==> src/rtl/mzvps_pkg.sv <==
// ----------------------------------------------------------------------------
// Vibration pattern sequencer package
// Types, codes and the fixed step table shared by the sequencer modules.
// ----------------------------------------------------------------------------
`default_nettype none

package mzvps_pkg;

  localparam int TIME_W   = 16;
  localparam int REP_W    = 3;
  localparam int PAUSE_W  = 5;
  localparam int PERIOD_W = 10;
  localparam int TABLE_LEN = 7;

  localparam logic [PAUSE_W-1:0]  PAUSE_MAX   = 5'h1F;
  localparam logic [PERIOD_W-1:0] TICK_RESET  = 10'd100;

  localparam logic [1:0] MODE_TICK      = 2'd0;
  localparam logic [1:0] MODE_PAUSE_REQ = 2'd1;
  localparam logic [1:0] MODE_PAUSE_REL = 2'd2;
  localparam logic [1:0] MODE_ENABLE    = 2'd3;

  typedef struct packed {
    logic tick;
    logic pause_req;
    logic pause_rel;
    logic enable_write;
    logic enable_value;
  } zone_cmd_t;

  typedef struct packed {
    logic [TIME_W-1:0] on_ms;
    logic [TIME_W-1:0] off_end;
    logic [REP_W-1:0]  repeats;
  } step_entry_t;

  // Steps past the end of the table reuse the first entry.
  function automatic step_entry_t step_entry(input logic [3:0] idx);
    step_entry_t e;
    unique case (idx)
      4'd0:    e = '{on_ms: 16'd0,    off_end: 16'd500,   repeats: 3'd1};
      4'd1:    e = '{on_ms: 16'd6000, off_end: 16'd8000,  repeats: 3'd4};
      4'd2:    e = '{on_ms: 16'd5000, off_end: 16'd6000,  repeats: 3'd3};
      4'd3:    e = '{on_ms: 16'd7000, off_end: 16'd10000, repeats: 3'd2};
      4'd4:    e = '{on_ms: 16'd5000, off_end: 16'd6000,  repeats: 3'd3};
      4'd5:    e = '{on_ms: 16'd6000, off_end: 16'd8000,  repeats: 3'd4};
      default: e = '{on_ms: 16'd0,    off_end: 16'd500,   repeats: 3'd1};
    endcase
    return e;
  endfunction

endpackage

`default_nettype wire

==> src/rtl/mzvps_zone.sv <==
// ----------------------------------------------------------------------------
// Vibration zone
// State and per-beat update of one zone: pause count, enable, step timing.
// ----------------------------------------------------------------------------
`default_nettype none

module mzvps_zone
  import mzvps_pkg::*;
#(
  parameter int STEP_COUNT = 7,
  parameter int STEP_W = 3
) (
  input  wire logic                clk,
  input  wire logic                rst,
  input  wire logic                update,
  input  wire zone_cmd_t           cmd,
  input  wire logic [PERIOD_W-1:0] tick_period,
  output logic                     running,
  output logic                     paused,
  output logic [STEP_W-1:0]        step
);

  logic [STEP_W-1:0]  step_index;
  logic [TIME_W-1:0]  step_time;
  logic [REP_W-1:0]   repeat_count;
  logic [PAUSE_W-1:0] pause_count;
  logic               zone_enabled;
  logic               zone_running;

  logic [STEP_W-1:0]  step_index_next;
  logic [TIME_W-1:0]  step_time_next;
  logic [REP_W-1:0]   repeat_count_next;
  logic [PAUSE_W-1:0] pause_count_next;
  logic               zone_enabled_next;
  logic               zone_running_next;

  step_entry_t       entry;
  logic [TIME_W-1:0] time_sum;
  logic [REP_W-1:0]  rep_inc;

  assign entry    = step_entry(4'(step_index));
  assign time_sum = step_time + TIME_W'(tick_period);
  assign rep_inc  = repeat_count + REP_W'(1);

  always_comb begin
    step_index_next   = step_index;
    step_time_next    = step_time;
    repeat_count_next = repeat_count;
    pause_count_next  = pause_count;
    zone_enabled_next = zone_enabled;
    zone_running_next = zone_running;
    if (cmd.tick) begin
      if (pause_count != '0) begin
        zone_running_next = 1'b0;
      end else if (!zone_enabled) begin
        step_index_next   = '0;
        step_time_next    = '0;
        repeat_count_next = '0;
        zone_running_next = 1'b0;
      end else if (time_sum < entry.on_ms) begin
        step_time_next    = time_sum;
        zone_running_next = 1'b1;
      end else if (time_sum < entry.off_end) begin
        step_time_next    = time_sum;
        zone_running_next = 1'b0;
      end else begin
        step_time_next = '0;
        if (rep_inc >= entry.repeats) begin
          repeat_count_next = '0;
          if (step_index == STEP_W'(STEP_COUNT - 1)) begin
            step_index_next = '0;
          end else begin
            step_index_next = step_index + STEP_W'(1);
          end
        end else begin
          repeat_count_next = rep_inc;
        end
      end
    end else if (cmd.pause_req) begin
      if (pause_count != PAUSE_MAX) begin
        pause_count_next = pause_count + PAUSE_W'(1);
      end
    end else if (cmd.pause_rel) begin
      if (pause_count != '0) begin
        pause_count_next = pause_count - PAUSE_W'(1);
      end
    end else if (cmd.enable_write) begin
      zone_enabled_next = cmd.enable_value;
    end
  end

  always_ff @(posedge clk) begin
    if (rst) begin
      step_index   <= '0;
      step_time    <= '0;
      repeat_count <= '0;
      pause_count  <= '0;
      zone_enabled <= 1'b0;
      zone_running <= 1'b0;
    end else if (update) begin
      step_index   <= step_index_next;
      step_time    <= step_time_next;
      repeat_count <= repeat_count_next;
      pause_count  <= pause_count_next;
      zone_enabled <= zone_enabled_next;
      zone_running <= zone_running_next;
    end
  end

  assign running = zone_running;
  assign paused  = (pause_count != '0);
  assign step    = step_index;

endmodule

`default_nettype wire

==> src/rtl/multi_zone_vibration_pattern_sequencer.sv <==
// ----------------------------------------------------------------------------
// Multi-zone vibration pattern sequencer
// Drives several vibration zones through a fixed on/off step pattern.
// ----------------------------------------------------------------------------
// The block takes one beat per clock cycle while in_stall is low and returns
// one result beat per input beat: the beat is held in the input register and
// then applied in the zone state update, whose registers form the result.
// Each tick beat advances every enabled, unpaused zone by the tick period with
// one time add and three compares per zone. The user must write the tick
// period through cfg_we and cfg_wdata only while the block is idle; the block does not enforce it.
`default_nettype none

module multi_zone_vibration_pattern_sequencer
  import mzvps_pkg::*;
#(
  parameter int ZONE_COUNT = 4,
  parameter int STEP_COUNT = 7
) (
  input  wire logic                clk,
  input  wire logic                rst,
  input  wire logic                cfg_we,
  input  wire logic [PERIOD_W-1:0] cfg_wdata,
  input  wire logic                in_valid,
  output logic                     in_stall,
  input  wire logic [1:0]          mode,
  input  wire logic [1:0]          zone,
  input  wire logic [7:0]          enable_value,
  output logic                     out_valid,
  input  wire logic                out_stall,
  output logic [3:0]               run_mask,
  output logic [3:0]               paused_mask,
  output logic [2:0]               feet_step,
  output logic [2:0]               calves_step,
  output logic [2:0]               seat_step,
  output logic [2:0]               lumbar_step
);

  localparam int STEP_W = (STEP_COUNT > 1) ? $clog2(STEP_COUNT) : 1;

  logic [PERIOD_W-1:0] tick_period;
  logic                s1_valid;
  logic [1:0]          s1_mode;
  logic [1:0]          s1_zone;
  logic [7:0]          s1_enable_value;
  logic                advance;
  logic                update;

  logic              zone_running [ZONE_COUNT];
  logic              zone_paused [ZONE_COUNT];
  logic [STEP_W-1:0] zone_step [ZONE_COUNT];
  logic [2:0]        step_out [4];

  assign advance  = !out_valid || !out_stall;
  assign in_stall = s1_valid && !advance;
  assign update   = s1_valid && advance;

  always_ff @(posedge clk) begin
    if (rst) begin
      tick_period <= TICK_RESET;
    end else if (cfg_we) begin
      tick_period <= cfg_wdata;
    end
  end

  always_ff @(posedge clk) begin
    if (rst) begin
      s1_valid  <= 1'b0;
      out_valid <= 1'b0;
    end else begin
      if (!in_stall) begin
        s1_valid <= in_valid;
      end
      if (advance) begin
        out_valid <= s1_valid;
      end
    end
  end

  always_ff @(posedge clk) begin
    if (in_valid && !in_stall) begin
      s1_mode         <= mode;
      s1_zone         <= zone;
      s1_enable_value <= enable_value;
    end
  end

  for (genvar z = 0; z < ZONE_COUNT; z++) begin : g_zone
    zone_cmd_t cmd;
    logic      hit;

    assign hit = ({1'b0, s1_zone} == 3'(z));
    assign cmd.tick         = (s1_mode == MODE_TICK);
    assign cmd.pause_req    = hit && (s1_mode == MODE_PAUSE_REQ);
    assign cmd.pause_rel    = hit && (s1_mode == MODE_PAUSE_REL);
    assign cmd.enable_write = hit && (s1_mode == MODE_ENABLE);
    assign cmd.enable_value = (s1_enable_value == 8'd1);

    mzvps_zone #(
      .STEP_COUNT(STEP_COUNT),
      .STEP_W(STEP_W)
    ) u_zone (
      .clk(clk),
      .rst(rst),
      .update(update),
      .cmd(cmd),
      .tick_period(tick_period),
      .running(zone_running[z]),
      .paused(zone_paused[z]),
      .step(zone_step[z])
    );
  end

  for (genvar z = 0; z < 4; z++) begin : g_out
    if (z < ZONE_COUNT) begin : g_used
      assign run_mask[z]    = zone_running[z];
      assign paused_mask[z] = zone_paused[z];
      assign step_out[z]    = 3'(zone_step[z]);
    end else begin : g_unused
      assign run_mask[z]    = 1'b0;
      assign paused_mask[z] = 1'b0;
      assign step_out[z]    = 3'd0;
    end
  end

  assign feet_step   = step_out[0];
  assign calves_step = step_out[1];
  assign seat_step   = step_out[2];
  assign lumbar_step = step_out[3];

endmodule

`default_nettype wire
==> config.mk <==
export PLATFORM = sky130hd
export DESIGN_NAME = multi_zone_vibration_pattern_sequencer
export DESIGN_NICKNAME = d
export VERILOG_FILES = /design/src/rtl/mzvps_pkg.sv /design/src/rtl/mzvps_zone.sv /design/src/rtl/multi_zone_vibration_pattern_sequencer.sv
export SDC_FILE = /design/constraint.sdc
export NUM_CORES = 1
export LEC_CHECK = 0
export ABC_AREA = 1
export BUFFER_PORTS_ARGS = -buffer_cell sky130_fd_sc_hd__buf_2
export CORE_UTILIZATION = 45
export CTS_CLUSTER_DIAMETER = 80
export DETAILED_ROUTE_END_ITERATION = 6
export GPL_TIMING_DRIVEN = 0
export PLACE_DENSITY = 0.61
export SLEW_MARGIN = 20
export SYNTH_ARGS = -nofsm -noshare
export SYNTH_HDL_FRONTEND = slang
export SYNTH_SLANG_ARGS = --single-unit
==> constraint.sdc <==
create_clock -name clk -period 9.5 [get_ports clk]
set_clock_uncertainty 0.15 [all_clocks]
set_input_delay 0.475 -clock clk [delete_from_list [all_inputs] [get_ports clk]]
set_output_delay 0.475 -clock clk [all_outputs]
set_load 0.03 [all_outputs]
; ---- After elaboration in Yosys (flattened, before gate mapping)
; Index checks and enable logic that the tools add are counted.
[word_totals]
memories = 0
out_inout_bits = 22
ram_bits = 0
ff_bits = 140
input_bits = 27
mem_bits_ro = 0
latch_bits = 0
[op_classes]
n_mux = 84
bitwise = 13
n_shift = 0
eq_ne = 55
n_mul = 0
n_lt_le_gt_ge = 12
addsub = 20
reduce_logical = 66
div = 0
[ops]
columns = operator, count
row1 = $pmux W32 S3, 4
row2 = $mux W16, 12
row3 = $mux W3, 36
row4 = $mux W5, 16
row5 = $add A16 B10 Y16, 4
row6 = $lt A16 B13 Y1, 4
row7 = $lt A16 B16 Y1, 4
row8 = $reduce_and A5 Y1, 12
row9 = $eq A3 B3 Y1 const B, 12
row10 = $add A3 B1 Y3 const B, 8
row11 = $eq A3 B2 Y1 const B, 8
row12 = $ne A2 B2 Y1 const B, 12
row13 = $reduce_and A3 Y1, 8
row14 = $reduce_and A6 Y1, 4
row15 = $add A5 B1 Y5 const B, 4
row16 = $ne A5 B5 Y1 const B, 4
row17 = $reduce_bool A5 Y1, 4
row18 = $sub A5 B1 Y5 const B, 4
row19 = $mux W1, 16
row20 = $ne A4 B3 Y1 const B, 4
row21 = $reduce_bool A2 Y1, 8
row22 = $reduce_or A2 Y1, 8
row23 = $logic_and A1 B1 Y1, 15
row24 = $not A1 Y1, 13
row25 = 9 further kinds, 26

; ---- Depth between registers and ports, before layout
[depth]
word_depth = 8
mapped_depth = 23
ltp_nobuf = 23

; ---- Cells and area by module
; A second synthesis with hierarchy kept.
[unflattened]
cells_unflattened = 1720
area_unflattened_um2 = 11652.4
[by_module_without_submodules]
columns = mod, cells_each, n_inst, area_each_um2
row1 = mzvps_zone at g_zone[0].u_zone ..., 405, 2, 2671.3
row2 = mzvps_zone at g_zone[3].u_zone, 406, 1, 2740.1
row3 = mzvps_zone at g_zone[1].u_zone, 406, 1, 2655.0
row4 = multi_zone_vibration_pattern_sequencer, 98, 1, 914.6

; ---- Worst setup path after synthesis
; Ideal clock, no wire load.
[synth_timing]
path_kind = register to register
startpoint = register tick_period[0]
endpoint = register g_zone[1].u_zone.step_time[10]
n_path_buf = 1
t_arrival_ns = 2.951
stages_incl_launch_ff = 21
synth_period_minus_slack_ns = 3.170
setup_slack_ns = 6.330
path_cell_list = dfxtp_1 -> ha_1 -> fa_1 -> nand2_1 -> nand3_2 -> nand2_1 -> nand2_1 -> nand3_1 -> nand2_1 -> xor2_1 -> ha_1 -> nand2_1 -> inv_1 -> a221oi_1 -> nand2_1 -> nand2_1 -> nand3_1 -> nand2_2 -> buf_12 -> nand3_2 -> a21oi_2
[synth_between]
elab_chain_cells = 5
elab_cells_between_ends = 6
cone_classes = add/sub (1) / order compare (2) / mux (3)
[synth_lines]
columns = element, line_no
row1 = from (decl), multi_zone_vibration_pattern_sequencer.sv:40  ; logic [PERIOD_W-1:0] tick_period;
row2 = from (signal assigned), multi_zone_vibration_pattern_sequencer.sv:61  ; tick_period <= cfg_wdata;
row3 = $add A16 B10 Y16 (*), mzvps_zone.sv:42  ; assign time_sum = step_time + TIME_W'(tick_period);
row4 = $lt A16 B16 Y1, mzvps_zone.sv:63  ; end else if (time_sum < entry.off_end) begin
row5 = $mux W16, mzvps_zone.sv:63
row6 = $mux W16 (*), mzvps_zone.sv:60  ; end else if (time_sum < entry.on_ms) begin
row7 = $mux W16 (*), mzvps_zone.sv:55  ; end else if (!zone_enabled) begin
row8 = to (signal assigned), mzvps_zone.sv:102  ; step_time <= step_time_next;
row9 = to (decl), mzvps_zone.sv:24  ; logic [TIME_W-1:0] step_time;
; Mark *: on every way between the ends. The rest lies on a longest branch, timed or not.
; A chain may end at the register's enable or synchronous reset.

; ---- Worst setup path after layout
[layout_timing]
startpoint = register tick_period[0]
endpoint = register g_zone[1].u_zone.step_time[7]
; Same word-level chain as after synthesis.

==> summary.txt <==
Run status
  • Outcome: complete, no violations

Global routing
  • Largest net degree at the start of global routing: 17
  • GRT Util Overall: 23.3%
  • First-pass GRT wire length: 48600 microns
  • Vias in the first global route: 10000
  • Met3 Usage GRT: 3.44%
  • Global-route congestion overflow total: 0
  • GR met1 Demand/Resource: 30.7%
  • Initial antenna violation count: 0
  • Most Used Layer, Global Route: met2
  • M2 GR Usage: 39.5%

Clocking
  • CTS Hold Bufs: 0
  • H-tree depth: 4
  • Root Driver: clkbuf_16
  • CTS tree: done
  • Clock Latency Late Sink: 0.43 ns
  • Gates resized, CTS repair: 0
  • CTS clk-pin slew, worst paths: 0.06 ns
  • TritonCTS buffer count: 17
  • Max Root-Sink Buffers: 2
  • Total clock sinks: 140
  • Post-CTS Setup Inserts: 0

Power and ir drop
  • Power per cell area: 121 nW/um^2
  • Peak VDD IR: approximately 80 uV
  • P_leak: 6.14 nW

STA
  • Final critical-path setup slack: 5.73 ns
  • Hold Vio Cnt, Final: 0
  • Setup TNS: 0 ns
  • Least-Margin Pin Slew: 0.893 ns
  • Max frequency: 265 MHz
  • # setup viols final: 0
  • Tmin final: 3.77 ns
  • RSZ-0062 raised after global routing: false
  • Max-slew violations: 0
  • Crit share post-route: between 30 and 40%
  • Worst rel slew slack: 40.4%

Placed design
  • Port Buffer Count: 47
  • Routability cong.: about 0.9
  • Post-DP Area: 12000 sq um
  • DP HPWL: between 20000 and 25000 microns
  • Worst setup slack after placement: 5.74 ns

Hold path
  • Hold Crit Endpoint: s1_enable_value[2]
  • Hold Crit Class: input pin to register
  • HP Start: enable_value[2]
  • Hold depth: 1

Layout
  • Share of layout cells above drive strength 1: 10.3%
  • Commonest non-fill, non-tap cell in the layout: nand2_1
  • Most frequent cells in the layout: nand2_1 (419), inv_1 (200), nor2_1 (163), ha_1 (140), nand3_1 (134)
  • Diode count: 0
  • Final net count: around 1900
  • Final non-filler cell area: 12600 sq um
  • Area Overhead vs Synth: 10.6%

Drt
  • DR iter-0 viols: 539
  • Drt pass-1 iters: 5
  • DRC: 0
  • Drt total wl: 29100 microns
  • DR vias: 10600
  • DRT antenna net count: 0
  • Vias/cell: 5.17
  • Drt wl/cell: 14.2 microns

Logic synthesis
  • Sequential fraction of the synthesis area: between 20% and 30%
  • Syn_nets: between 1500 and 2000
  • Post-synth top area share: 22.5%
  • Asr flop ratio synth: 0%
  • #FFs+latches synth: between 100 and 150
  • Synth warnings: 0
  • EDFF count, synth: 12
  • Synth area leader: dfxtp_1
  • Top_reg_cell synth: dfxtp_1
  • Synthesized netlist cell count: 1650
  • Largest cells by area after synthesis: dfxtp_1 (23%), ha_1 (15%), nand2_1 (14%), inv_1 (6.6%), nand3_1 (5.9%)
  • Yosys cell types: 50
  • Mean post-synth cell area: 6.89 sq um
  • Cell Area, Synth: 11400 sq um

Setup path
  • CP required: 9.70 ns
  • Start of the worst register-to-register path: tick_period[0]
  • Arr. time, crit path: 3.98 ns
  • Critical path fanouts, max: 10
  • Setup CP Type: register to register
  • Worst Setup End Kind: register
  • Reg-to-Reg End: g_zone[1].u_zone.step_time[7]
  • FF-to-FF setup slack: 5.73 ns
  • Worst Reg2Reg Path Length in Cells: 20
  • Critical Path Start Type: register

Floorplan
  • Die area: 25900 sq um
  • I/O pins: around 50
  • Die Width: 161 microns
  • Row Count: 57
  • Core area: approximately 25000 sq um
  • Initial Utilization: 46.4%
  • Die H: 161 microns

Job
  • Max Cap Viol: 0
kinds of logic after synthesis:
logic type	Yosys count	share of synthesized area, %
DFF	140	25.7
muxes	2	0.176
AOI/OAI and AO/OA	223	11.3
and+or+nand+nor	844	33.3
buffers and inverters	242	8.72
xor gates and xnor gates	51	3.93
adders and majority gates	148	16.8
worst max-delay path by stage:
stage	start	end	slack, ns	depth (start not counted)
after detailed placement	tick_period[0]	g_zone[1].u_zone.step_time[7]	5.74	20
final	tick_period[0]	g_zone[1].u_zone.step_time[7]	5.73	20
after floorplan	tick_period[0]	g_zone[1].u_zone.step_time[10]	6.33	20
after CTS	tick_period[0]	g_zone[1].u_zone.step_time[7]	5.72	20
after global placement	tick_period[0]	g_zone[1].u_zone.step_time[7]	5.79	20
after global routing	tick_period[0]	g_zone[1].u_zone.step_time[7]	5.39	20
through the flow:
step           util (%)  cells  power (mW)  hold WS, ns
6_report           51.3   2053        1.52       0.0685
3_3_place_gp       49.0   2021       0.876        0.291
3_5_place_dp       49.0   2021       0.881        0.294
2_1_floorplan         -   1650       0.811        0.272
4_1_cts            51.3   2053        1.53       0.0530
5_1_grt            51.3   2053        1.59       0.0527
final cells by class:
class | instances | area, sq um
plain buffers | 40 | 234
repair buffers | 47 | 235
fillers | 2569 | 12000
well taps | 324 | 405
multi-input cells | 1268 | 7460
inverters | 202 | 758
clock buffers | 17 | 425
flip-flops and latches | 140 | 2920
clock inverters | 15 | 138
flip-flops by register name, summed over array words and instances (netlist names):
signal	flops
s1_zone	2
g_zone.u_zone.zone_enabled	4
g_zone.u_zone.running	4
g_zone.u_zone.step_time	64
tick_period	10
g_zone.u_zone.pause_count	20
s1_mode	2
s1_enable_value	8
s1_valid	1
g_zone.u_zone.step	12
out_valid	1
g_zone.u_zone.repeat_count	12
cells in the mapped netlist (17+ instances only):
library cell and n:
xnor2_1 17, xor2_1 34, nand2_1 419, nand3_1 134, nor2_1 163, dfxtp_1 128, nor3_1 23, inv_1 200
a21oi_1 131, o21ai_0 34, nand3_2 22, ha_1 140, nand2_2 21, nand4_1 34
where the power goes:
part           leakage, nW  internal (mW)  switching (mW)
combinational         4.72         0.0837           0.161
clock                0.266          0.364           0.285
sequential            1.15          0.607          0.0153
total                 6.14           1.05           0.462
layer usage:
| metal | wire, microns | share of wire, % |
|---|---|---|
| met1 | 14200 | 49 |
| met2 | 13500 | 46 |
| met3 | 1000 | 3.4 |
| met4 | 432 | 1.5 |
| met5 | 0 | 0 |
worst max-delay path, stage by stage (launching register included):
cell and delay, ns:
dfxtp_1 0.38, ha_1 0.27, fa_1 0.44, nand2_1 0.11, nand3_2 0.10, nand2_1 0.11
nand2_1 0.08, nand3_1 0.08, nand2_1 0.08, xor2_1 0.33, ha_1 0.31, nand2_1 0.08
inv_1 0.04, a221oi_1 0.26, nand2_1 0.10, nand2_1 0.09, nand3_1 0.13, nand2_2 0.19
buf_12 0.17, nand3_2 0.07, a21oi_2 0.13
(Power assumes the default switching activity.)
